### src/hdl/tkd_pkg.sv
package tkd_pkg;

  localparam int EscapeBufferDefault = 8;

  localparam logic [7:0] BYTE_EOT      = 8'd4;
  localparam logic [7:0] BYTE_BS       = 8'd8;
  localparam logic [7:0] BYTE_TAB      = 8'd9;
  localparam logic [7:0] BYTE_LF       = 8'd10;
  localparam logic [7:0] BYTE_CR       = 8'd13;
  localparam logic [7:0] BYTE_ESC      = 8'd27;
  localparam logic [7:0] BYTE_SPACE    = 8'h20;
  localparam logic [7:0] BYTE_THREE    = 8'h33;
  localparam logic [7:0] BYTE_CAP_A    = 8'h41;
  localparam logic [7:0] BYTE_CAP_B    = 8'h42;
  localparam logic [7:0] BYTE_CAP_C    = 8'h43;
  localparam logic [7:0] BYTE_CAP_D    = 8'h44;
  localparam logic [7:0] BYTE_CAP_F    = 8'h46;
  localparam logic [7:0] BYTE_CAP_H    = 8'h48;
  localparam logic [7:0] BYTE_CAP_O    = 8'h4F;
  localparam logic [7:0] BYTE_CAP_Z    = 8'h5A;
  localparam logic [7:0] BYTE_LBRACKET = 8'h5B;
  localparam logic [7:0] BYTE_SMALL_A  = 8'h61;
  localparam logic [7:0] BYTE_SMALL_Z  = 8'h7A;
  localparam logic [7:0] BYTE_TILDE    = 8'h7E;
  localparam logic [7:0] BYTE_DEL      = 8'h7F;

  typedef enum logic [1:0] {
    MODE_IDLE   = 2'd0,
    MODE_ESCAPE = 2'd1,
    MODE_CHAR   = 2'd2
  } mode_t;

  typedef enum logic [3:0] {
    EV_END       = 4'd0,
    EV_ENTER     = 4'd1,
    EV_BACKSPACE = 4'd2,
    EV_TAB       = 4'd3,
    EV_UP        = 4'd4,
    EV_DOWN      = 4'd5,
    EV_RIGHT     = 4'd6,
    EV_LEFT      = 4'd7,
    EV_DELETE    = 4'd8,
    EV_HOME      = 4'd9,
    EV_END_KEY   = 4'd10,
    EV_CHAR      = 4'd11,
    EV_IGNORED   = 4'd12
  } key_event_t;

  function automatic logic [2:0] utf8_length(input logic [7:0] b);
    logic [2:0] n;
    n = 3'd1;
    if (b inside {[8'hC0:8'hDF]}) begin
      n = 3'd2;
    end else if (b inside {[8'hE0:8'hEF]}) begin
      n = 3'd3;
    end else if (b inside {[8'hF0:8'hF7]}) begin
      n = 3'd4;
    end
    return n;
  endfunction

endpackage

### src/hdl/terminal_key_decoder_top.sv
// A result is registered and presented in the cycle after the byte that completes it is accepted.
// Throughput: one byte per cycle unless a waiting result is not taken; decoding is a single registered pass per byte.
// A waiting result does not block input while the consumer takes it in the same cycle.
// Reset (rst_n low, synchronous) returns the decoder to idle and drops any pending result.
// A partly collected escape sequence or UTF-8 character is discarded by reset.
module terminal_key_decoder_top import tkd_pkg::*; #(
  parameter int ESCAPE_BUFFER = EscapeBufferDefault
) (
  input  logic        clk,
  input  logic        rst_n,
  input  logic        in_tvalid,
  output logic        in_tready,
  input  logic [7:0]  in_tdata,   // data_byte[7:0]
  input  logic [0:0]  in_tuser,   // input_closed[0]
  output logic        out_tvalid,
  input  logic        out_tready,
  output logic [39:0] out_tdata,  // char_bytes[31:0], char_length[34:32], zero[39:35]
  output logic [3:0]  out_tuser   // key_event[3:0]
);

  localparam int CNT_W = $clog2(ESCAPE_BUFFER);

  mode_t              mode_r, mode_nxt;
  logic [CNT_W-1:0]   esc_cnt_r, esc_cnt_nxt;
  logic [7:0]         esc_first_r, esc_first_nxt;
  logic [7:0]         esc_second_r, esc_second_nxt;
  logic [31:0]        char_buf_r, char_buf_nxt;
  logic [2:0]         char_needed_r, char_needed_nxt;
  logic [1:0]         char_taken_r, char_taken_nxt;

  logic               out_valid_r;
  key_event_t         out_event_r;
  logic [31:0]        out_bytes_r;
  logic [2:0]         out_len_r;

  logic               accept;
  logic [7:0]         b;
  logic               closed;
  logic               ends_seq;
  logic               terminates;
  logic [CNT_W:0]     esc_cnt_inc;
  logic               esc_full;
  key_event_t         seq_event;
  logic [31:0]        char_merged;
  logic [2:0]         char_taken_inc;
  logic               char_done;
  logic [2:0]         lead_len;
  logic               printable;

  logic               emit;
  key_event_t         ev;
  logic [31:0]        ev_bytes;
  logic [2:0]         ev_len;

  assign in_tready = !out_valid_r || out_tready;
  assign accept    = in_tvalid && in_tready;
  assign b         = in_tdata;
  assign closed    = in_tuser[0];

  assign ends_seq   = (b inside {[BYTE_CAP_A:BYTE_CAP_Z], [BYTE_SMALL_A:BYTE_SMALL_Z]}) ||
                      (b == BYTE_TILDE);
  assign terminates = ends_seq && !((esc_cnt_r == '0) && (b == BYTE_CAP_O));
  assign esc_cnt_inc = {1'b0, esc_cnt_r} + (CNT_W+1)'(1);
  assign esc_full    = esc_cnt_inc >= (CNT_W+1)'(ESCAPE_BUFFER - 1);

  always_comb begin
    seq_event = EV_IGNORED;
    if ((esc_cnt_r == CNT_W'(1)) && (esc_first_r == BYTE_LBRACKET)) begin
      case (b)
        BYTE_CAP_A: seq_event = EV_UP;
        BYTE_CAP_B: seq_event = EV_DOWN;
        BYTE_CAP_C: seq_event = EV_RIGHT;
        BYTE_CAP_D: seq_event = EV_LEFT;
        BYTE_CAP_H: seq_event = EV_HOME;
        BYTE_CAP_F: seq_event = EV_END_KEY;
        default:    seq_event = EV_IGNORED;
      endcase
    end else if ((esc_cnt_r == CNT_W'(2)) && (esc_first_r == BYTE_LBRACKET) &&
                 (esc_second_r == BYTE_THREE) && (b == BYTE_TILDE)) begin
      seq_event = EV_DELETE;
    end else if ((esc_cnt_r == CNT_W'(1)) && (esc_first_r == BYTE_CAP_O)) begin
      if (b == BYTE_CAP_H) begin
        seq_event = EV_HOME;
      end else if (b == BYTE_CAP_F) begin
        seq_event = EV_END_KEY;
      end
    end
  end

  assign char_merged    = char_buf_r | ({24'd0, b} << {char_taken_r, 3'b000});
  assign char_taken_inc = {1'b0, char_taken_r} + 3'd1;
  assign char_done      = char_taken_inc >= char_needed_r;
  assign lead_len       = utf8_length(b);
  assign printable      = (b >= BYTE_SPACE) && (b != BYTE_DEL);

  // Next state.
  always_comb begin
    mode_nxt        = mode_r;
    esc_cnt_nxt     = esc_cnt_r;
    esc_first_nxt   = esc_first_r;
    esc_second_nxt  = esc_second_r;
    char_buf_nxt    = char_buf_r;
    char_needed_nxt = char_needed_r;
    char_taken_nxt  = char_taken_r;
    if (accept) begin
      case (mode_r)
        MODE_ESCAPE: begin
          if (closed) begin
            mode_nxt = MODE_IDLE;
          end else begin
            if (esc_cnt_r == '0) begin
              esc_first_nxt = b;
            end
            if (esc_cnt_r == CNT_W'(1)) begin
              esc_second_nxt = b;
            end
            if (terminates) begin
              mode_nxt = MODE_IDLE;
            end else begin
              esc_cnt_nxt = esc_cnt_inc[CNT_W-1:0];
              if (esc_full) begin
                mode_nxt = MODE_IDLE;
              end
            end
          end
        end
        MODE_CHAR: begin
          if (closed) begin
            mode_nxt = MODE_IDLE;
          end else begin
            char_buf_nxt   = char_merged;
            char_taken_nxt = char_taken_inc[1:0];
            if (char_done) begin
              mode_nxt = MODE_IDLE;
            end
          end
        end
        default: begin
          mode_nxt = MODE_IDLE;
          if (!closed && (b == BYTE_ESC)) begin
            mode_nxt       = MODE_ESCAPE;
            esc_cnt_nxt    = '0;
            esc_first_nxt  = '0;
            esc_second_nxt = '0;
          end else if (!closed && printable) begin
            char_buf_nxt    = {24'd0, b};
            char_needed_nxt = lead_len;
            char_taken_nxt  = 2'd1;
            if (lead_len > 3'd1) begin
              mode_nxt = MODE_CHAR;
            end
          end
        end
      endcase
    end
  end

  // Result of the current request.
  always_comb begin
    emit     = 1'b0;
    ev       = EV_IGNORED;
    ev_bytes = '0;
    ev_len   = '0;
    case (mode_r)
      MODE_ESCAPE: begin
        if (closed) begin
          emit = 1'b1;
        end else if (terminates) begin
          emit = 1'b1;
          ev   = seq_event;
        end else if (esc_full) begin
          emit = 1'b1;
        end
      end
      MODE_CHAR: begin
        if (closed) begin
          emit = 1'b1;
          ev   = EV_END;
        end else if (char_done) begin
          emit     = 1'b1;
          ev       = EV_CHAR;
          ev_bytes = char_merged;
          ev_len   = char_needed_r;
        end
      end
      default: begin
        if (closed || (b == BYTE_EOT)) begin
          emit = 1'b1;
          ev   = EV_END;
        end else if (b == BYTE_ESC) begin
          emit = 1'b0;
        end else if (b inside {BYTE_LF, BYTE_CR}) begin
          emit = 1'b1;
          ev   = EV_ENTER;
        end else if (b inside {BYTE_DEL, BYTE_BS}) begin
          emit = 1'b1;
          ev   = EV_BACKSPACE;
        end else if (b == BYTE_TAB) begin
          emit = 1'b1;
          ev   = EV_TAB;
        end else if (printable) begin
          if (lead_len <= 3'd1) begin
            emit     = 1'b1;
            ev       = EV_CHAR;
            ev_bytes = {24'd0, b};
            ev_len   = 3'd1;
          end
        end else begin
          emit = 1'b1;
        end
      end
    endcase
  end

  always_ff @(posedge clk) begin
    if (!rst_n) begin
      mode_r        <= MODE_IDLE;
      esc_cnt_r     <= '0;
      esc_first_r   <= '0;
      esc_second_r  <= '0;
      char_buf_r    <= '0;
      char_needed_r <= '0;
      char_taken_r  <= '0;
      out_valid_r   <= 1'b0;
    end else begin
      mode_r        <= mode_nxt;
      esc_cnt_r     <= esc_cnt_nxt;
      esc_first_r   <= esc_first_nxt;
      esc_second_r  <= esc_second_nxt;
      char_buf_r    <= char_buf_nxt;
      char_needed_r <= char_needed_nxt;
      char_taken_r  <= char_taken_nxt;
      if (accept && emit) begin
        out_valid_r <= 1'b1;
      end else if (out_tready) begin
        out_valid_r <= 1'b0;
      end
    end
  end

  always_ff @(posedge clk) begin
    if (accept && emit) begin
      out_event_r <= ev;
      out_bytes_r <= ev_bytes;
      out_len_r   <= ev_len;
    end
  end

  assign out_tvalid = out_valid_r;
  assign out_tuser  = out_event_r;
  assign out_tdata  = {5'd0, out_len_r, out_bytes_r};

  a_char_len_range: assert property (@(posedge clk) disable iff (!rst_n)
    out_valid_r && (out_event_r == EV_CHAR) |-> (out_len_r >= 3'd1) && (out_len_r <= 3'd4))
    else $error("character result with a bad length");

  a_non_char_zero: assert property (@(posedge clk) disable iff (!rst_n)
    out_valid_r && (out_event_r != EV_CHAR) |-> (out_bytes_r == '0) && (out_len_r == '0))
    else $error("non-character result carries character bytes");

  a_char_progress: assert property (@(posedge clk) disable iff (!rst_n)
    (mode_r == MODE_CHAR) |-> ({1'b0, char_taken_r} < char_needed_r))
    else $error("character collection overran its length");

  a_escape_bound: assert property (@(posedge clk) disable iff (!rst_n)
    (mode_r == MODE_ESCAPE) |-> ({1'b0, esc_cnt_r} < (CNT_W+1)'(ESCAPE_BUFFER - 1)))
    else $error("escape sequence overran its buffer");

  a_closed_idle_end: assert property (@(posedge clk) disable iff (!rst_n)
    accept && closed && (mode_r == MODE_IDLE) |=> out_valid_r && (out_event_r == EV_END))
    else $error("closed input in idle did not give end");

endmodule

### config.mk
export PLATFORM = sky130hd
export DESIGN_NAME = terminal_key_decoder_top
export DESIGN_NICKNAME = d
export VERILOG_FILES = /design/src/hdl/tkd_pkg.sv /design/src/hdl/terminal_key_decoder_top.sv
export SDC_FILE = /design/constraint.sdc
export NUM_CORES = 1
export LEC_CHECK = 0
export BUFFER_PORTS_ARGS = -buffer_cell sky130_fd_sc_hd__buf_2
export CORE_MARGIN = 3
export CORE_UTILIZATION = 45
export CTS_CLUSTER_SIZE = 20
export DETAILED_ROUTE_END_ITERATION = 8
export HOLD_SLACK_MARGIN = 0.1
export SYNTH_ARGS = -nofsm -noshare
export SYNTH_HDL_FRONTEND = slang
export SYNTH_SLANG_ARGS = --single-unit
### constraint.sdc
create_clock -name clk -period 3.9 [get_ports clk]
set_input_delay 0.39 -clock clk [delete_from_list [all_inputs] [get_ports clk]]
set_output_delay 0.39 -clock clk [all_outputs]
set_load 0.01 [all_outputs]
**Word level (Yosys, flattened, before mapping)**

Index checks and enable logic that the tools add are counted.

- Equality and inequality tests: 31
- Mux-type cells: 84
- Order comparisons: 15
- Reduce and logical (&&, ||, !) cells: 37
- $add $sub $neg: 2
- Bitwise gates (word level): 5
- Shift-type cells: 1

Operator list:

| operator | number |
|---|---|
| $mux 32 | 5 |
| $pmux 32 s2 | 2 |
| $mux 8 | 12 |
| $eq 8x7->1 const B | 11 |
| $mux 3 | 15 |
| $mux 4 | 9 |
| $eq 8x4->1 const B | 4 |
| $or 32x32->32 | 1 |
| $pmux 8 s2 | 2 |
| $shl 8x5->32 | 1 |
| $ge 8x8->1 const B | 3 |
| $le 8x8->1 const B | 3 |
| $pmux 4 s6 | 1 |
| $mux 2 | 11 |
| $mux 1 | 21 |
| $reduce_and 5->1 | 4 |
| $logic_and 1x1->1 | 17 |
| $ge 8x7->1 const B | 2 |
| $le 8x7->1 const B | 2 |
| $pmux 3 s2 | 2 |
| $reduce_bool 2->1 | 6 |
| $ne 2x2->1 const B | 5 |
| $eq 8x3->1 const B | 1 |
| $eq 8x5->1 const B | 1 |
| other kinds (26) | 34 |

- Register bits after elaboration: 98
- Word-level logic and storage cells: 186
- Input bits: 13
- Output and inout bits: 46

**Longest topological paths before layout**

- Depth in word-level cells: 16
- Gate-level depth with buffers: 9
- Gate-level depth less buffers: 7

**Worst setup path after synthesis**

OpenSTA, ideal clock, no wires.

- Path kind: reg-to-reg
- Start: register char_taken_r[0]
- End: register out_bytes_r[0], enable pin
- Path buffers: 0
- Cell stages (with the launch flop): 7
- Setup slack: 0.421 ns
- Data required time: 3.465 ns
- Library setup time: 0.435 ns
- Arrival time: 3.044 ns
- Cell sequence: dfxtp_1 ha_1 ha_1 a31oi_1 a31oi_1 nand3_1 nor2_1

- Longest elaborated chain between the ends: 6

RTL lines:

| element | RTL line | text |
|---|---|---|
| start: declaration | terminal_key_decoder_top.sv:29 | `logic [1:0] char_taken_r, char_taken_nxt;` |
| start signal: assignment | terminal_key_decoder_top.sv:232 | `char_taken_r <= char_taken_nxt;` |
| $add 2x1->3 | terminal_key_decoder_top.sv:91 | `assign char_taken_inc = {1'b0, char_taken_r} + 3'd1;` |
| $ge 3x3->1 | terminal_key_decoder_top.sv:92 | `assign char_done = char_taken_inc >= char_needed_r;` |
| $mux 1 | terminal_key_decoder_top.sv:179 | `end else if (char_done) begin` |
| $mux 1 | terminal_key_decoder_top.sv:176 | `if (closed) begin` |
| $pmux 1 s2 | terminal_key_decoder_top.sv:164 | `case (mode_r)` |
| $logic_and 1x1->1 | terminal_key_decoder_top.sv:242 | `if (accept && emit) begin` |
| end signal: assignment | terminal_key_decoder_top.sv:244 | `out_bytes_r <= ev_bytes;` |
| end: declaration | terminal_key_decoder_top.sv:33 | `logic [31:0] out_bytes_r;` |

Every way passes these cells.
A chain may end at the register's enable or synchronous reset.

**Worst setup path in the final report**

- Start: register char_taken_r[0]
- End: register out_bytes_r[7] (data pin)

- Longest elaborated chain between the ends: 5
- Elaborated cells on any way between the ends: 7
- Classes of those cells: add/sub: 1; order compare: 1; shift: 1; mux: 3; bitwise: 1

RTL lines:

| element | RTL line | text |
|---|---|---|
| $add 2x1->3 or $shl 8x5->32 (tied branches) | terminal_key_decoder_top.sv:91, terminal_key_decoder_top.sv:90 |  |
| $ge 3x3->1 or $or 32x32->32 (tied branches) | terminal_key_decoder_top.sv:92, terminal_key_decoder_top.sv:90 |  |
| $mux 32 * | terminal_key_decoder_top.sv:179 |  |
| $mux 32 * | terminal_key_decoder_top.sv:176 |  |
| $pmux 32 s2 * | terminal_key_decoder_top.sv:164 |  |
| via ev_bytes[7] | terminal_key_decoder_top.sv:52 | `logic [31:0] ev_bytes;` |

Mark *: on every way through the listed nets, which the timed path passes. The rest lies on a longest branch.

==> run_results.csv <==
group,metric,value,unit
timing,maxSlewViolCount,0,
floorplanning,die_h,109,um
run,maxCapViolCount,0,
setup_path,cp.required,4.14,ns
route,drt-pass1-iter-count,5,
synthesis,ys_seq_elements,98,
synthesis,synth_warnings,0,
timing,tightest_slew,1.06,ns
global_route,grt_first_pass_wirelength,18400,um
synthesis,seq_area_frac_synth,49.6,%
power,vdd_ir_drop_max,0.211,mV
global_route,grt_usage,20.1,%
floorplanning,core-area,0.0100,mm2
route,drcViolationCount,0,
route,wl,11500,um
cts,clk_pin_slew,0.10,ns
power,fin_total_pwr,1.94,mW
synthesis,synthesis.instances,496,
setup_path,crit_type,"reg -> reg",
cts,cts_setup_buffers,0,
global_route,antenna_found_initial,0,
min_path,min_path_type,"in -> reg",
setup_path,end_kind,"register",
cts,ctsResizeCount,0,
timing,finalCritPeriodShare,71.3,%
timing,finalHoldViolations,0,
floorplanning,die-width,109,um
layout,drive_above_1_share,15.6,%
layout,final_nets,545,
place,routabilityCongestion,0.946,
cts,cts_inserted_buffers,9,
cts,tritoncts,"built",
power,power_density,372,mW/mm2
global_route,grt_remaining_overflow,0,
cts,clk-insertion-delay-late,0.36,ns
route,ant_nets,0,
timing,clock_skew,0.00993,ns
route,drt-vias-per-instance,5.71,
synthesis,synth_edf_count,39,
timing,setup_viol,0,
route,avgRoutedWirePerCell,17.4,um
timing,rsz0062_at_grt,"false",
setup_path,crit_fanout,26,
synthesis,synth.avg_cell_area,9.56,um2
cts,htree_levels,3,
layout,final_cell_mix,"nor2_1 (86), dfxtp_1 (59), buf_2 (53)",
floorplanning,die-area,0.0118,mm2
cts,clock_path_buffers,2,
floorplanning,fp-row-count,36,
timing,min_period,2.78,ns
global_route,grt_pass1_vias,3564,
synthesis,synth.distinct_cells,62,
synthesis,async_flop_share,0,%
timing,relSlewSlack,29.1,%
layout,antenna_cells,0,
layout,syn2layout_area_growth,10.1,%
timing,fmax,0.360,GHz
floorplanning,boundaryPins,59,
route,num_vias,3771,
floorplanning,initial_core_util,47.4,%
place,dp_hpwl,7410,um
power,cellLeakagePower,1.88,nW
cts,root_buffer,"clkbuf_8",
synthesis,synth_ff_type,"dfxtp_1",
place,port_buffers,53,
global_route,grt_max_degree,54,
synthesis,synth.cell_area,0.00474,mm2
cts,cts_hold_buf,0,
setup_path,start_kind,"register",
timing,fin_setup_tns,0,ns
route,drt_iter0_drc,290,
setup_path,crit_arrival,3.02,ns
layout,final_common_cell,"nor2_1",
outcome,status,"finished, final reports clean",
cts,cts_sinks,98,
-- path summary, 6_finish.rpt --
check	startpoint	endpoint	slack, ns	cells past startpoint
setup / recovery	char_taken_r[0]	out_bytes_r[7]	1.12	7
hold / removal	in_tvalid	out_tvalid	0.30	3
setup reg to reg	char_taken_r[0]	out_bytes_r[7]	1.12	7
hold reg to reg	mode_r[1]	mode_r[1]	0.49	2
-- stage by stage --
stage,utilization [%],std cells,instance area [um2],worst slack (ns),hold slack [ns]
floorplan,-,500,4760,0.421,0.451
global placement,50.2,644,5020,1.21,0.470
detailed placement,50.2,644,5020,1.17,0.474
CTS,52.2,660,5220,1.15,0.294
global route,52.2,660,5220,0.915,0.325
finish,52.2,660,5220,1.12,0.299
-- registers in the layout, indices dropped and copies added (netlist names), 3 cells and up --
name and count:
out_tuser 4, esc_cnt_r 3, esc_second_r 8, out_bytes_r 32, esc_first_r 8, char_needed_r 3, out_len_r 3, char_buf_r 32
-- report_power, final --
part	total [mW]	internal (mW)	switching (mW)
sequential	1.11	1.10	0.0104
clock	0.647	0.264	0.383
combinational	0.190	0.0569	0.133
total	1.94	1.42	0.527
-- synth_stat cells (3+ instances only) --
library cell	instances	area share [%]
nor2_1	87	6.9
dfxtp_1	59	25
edfxtp_1	39	25
a21oi_1	37	3.9
clkbuf_1	37	2.9
mux2i_1	24	5.1
a22oi_1	23	3.6
nand2_1	18	1.4
inv_1	13	1.0
nand2b_1	12	1.6
and2_1	10	1.3
ha_1	10	2.6
nor3_1	10	1.1
a22o_1	9	1.7
a32oi_1	9	1.7
nand3_1	9	0.95
o21ai_0	9	0.95
buf_4	5	0.79
nor2b_1	5	0.66
a31oi_1	4	0.53
and3_1	4	0.53
nand4b_1	4	0.74
or3_1	4	0.53
nor4_1	3	0.40
o31ai_1	3	0.47
-- critical path, stage by stage, from the launching register on --
cell	delay, ns
dfxtp_1	0.49
ha_1	0.31
ha_1	0.28
a31oi_1	0.19
or3_1	0.39
buf_4	0.23
o31ai_2	0.53
a22o_1	0.22
-- routing by layer --
layer	global-route usage [%]	vias up	share of wire, %
li1	-	1829	-
met1	29.1	1793	46
met2	30.8	127	45
met3	2.66	22	6.2
met4	7.39	0	2.0
met5	0	-	0
-- area by class of cell --
class	count	area [um2]
well taps	133	166
multi-input cells	343	2160
repair buffers	56	288
fillers	952	4780
flip-flops and latches	98	2350
clock inverters	6	62.6
inverters	14	52.6
clock buffers	10	138
-- logic make-up (layout without fill, tap and decap cells) --
logic type / Yosys count / after routing / share of synthesized area [%]
AO/OA/AOI/OAI: 115 / 115 / 17.1
XOR/XNOR: 2 / 2 / 0.369
adder cells (fa/ha/maj): 10 / 10 / 2.64
buffers and inverters: 59 / 86 / 5.25
flip-flops: 98 / 98 / 49.6
multiplexers: 24 / 24 / 5.06
other: 1 / 5 / 0.0791
AND/OR/NAND/NOR: 187 / 187 / 19.9
Power figures use the tool's default switching activity.
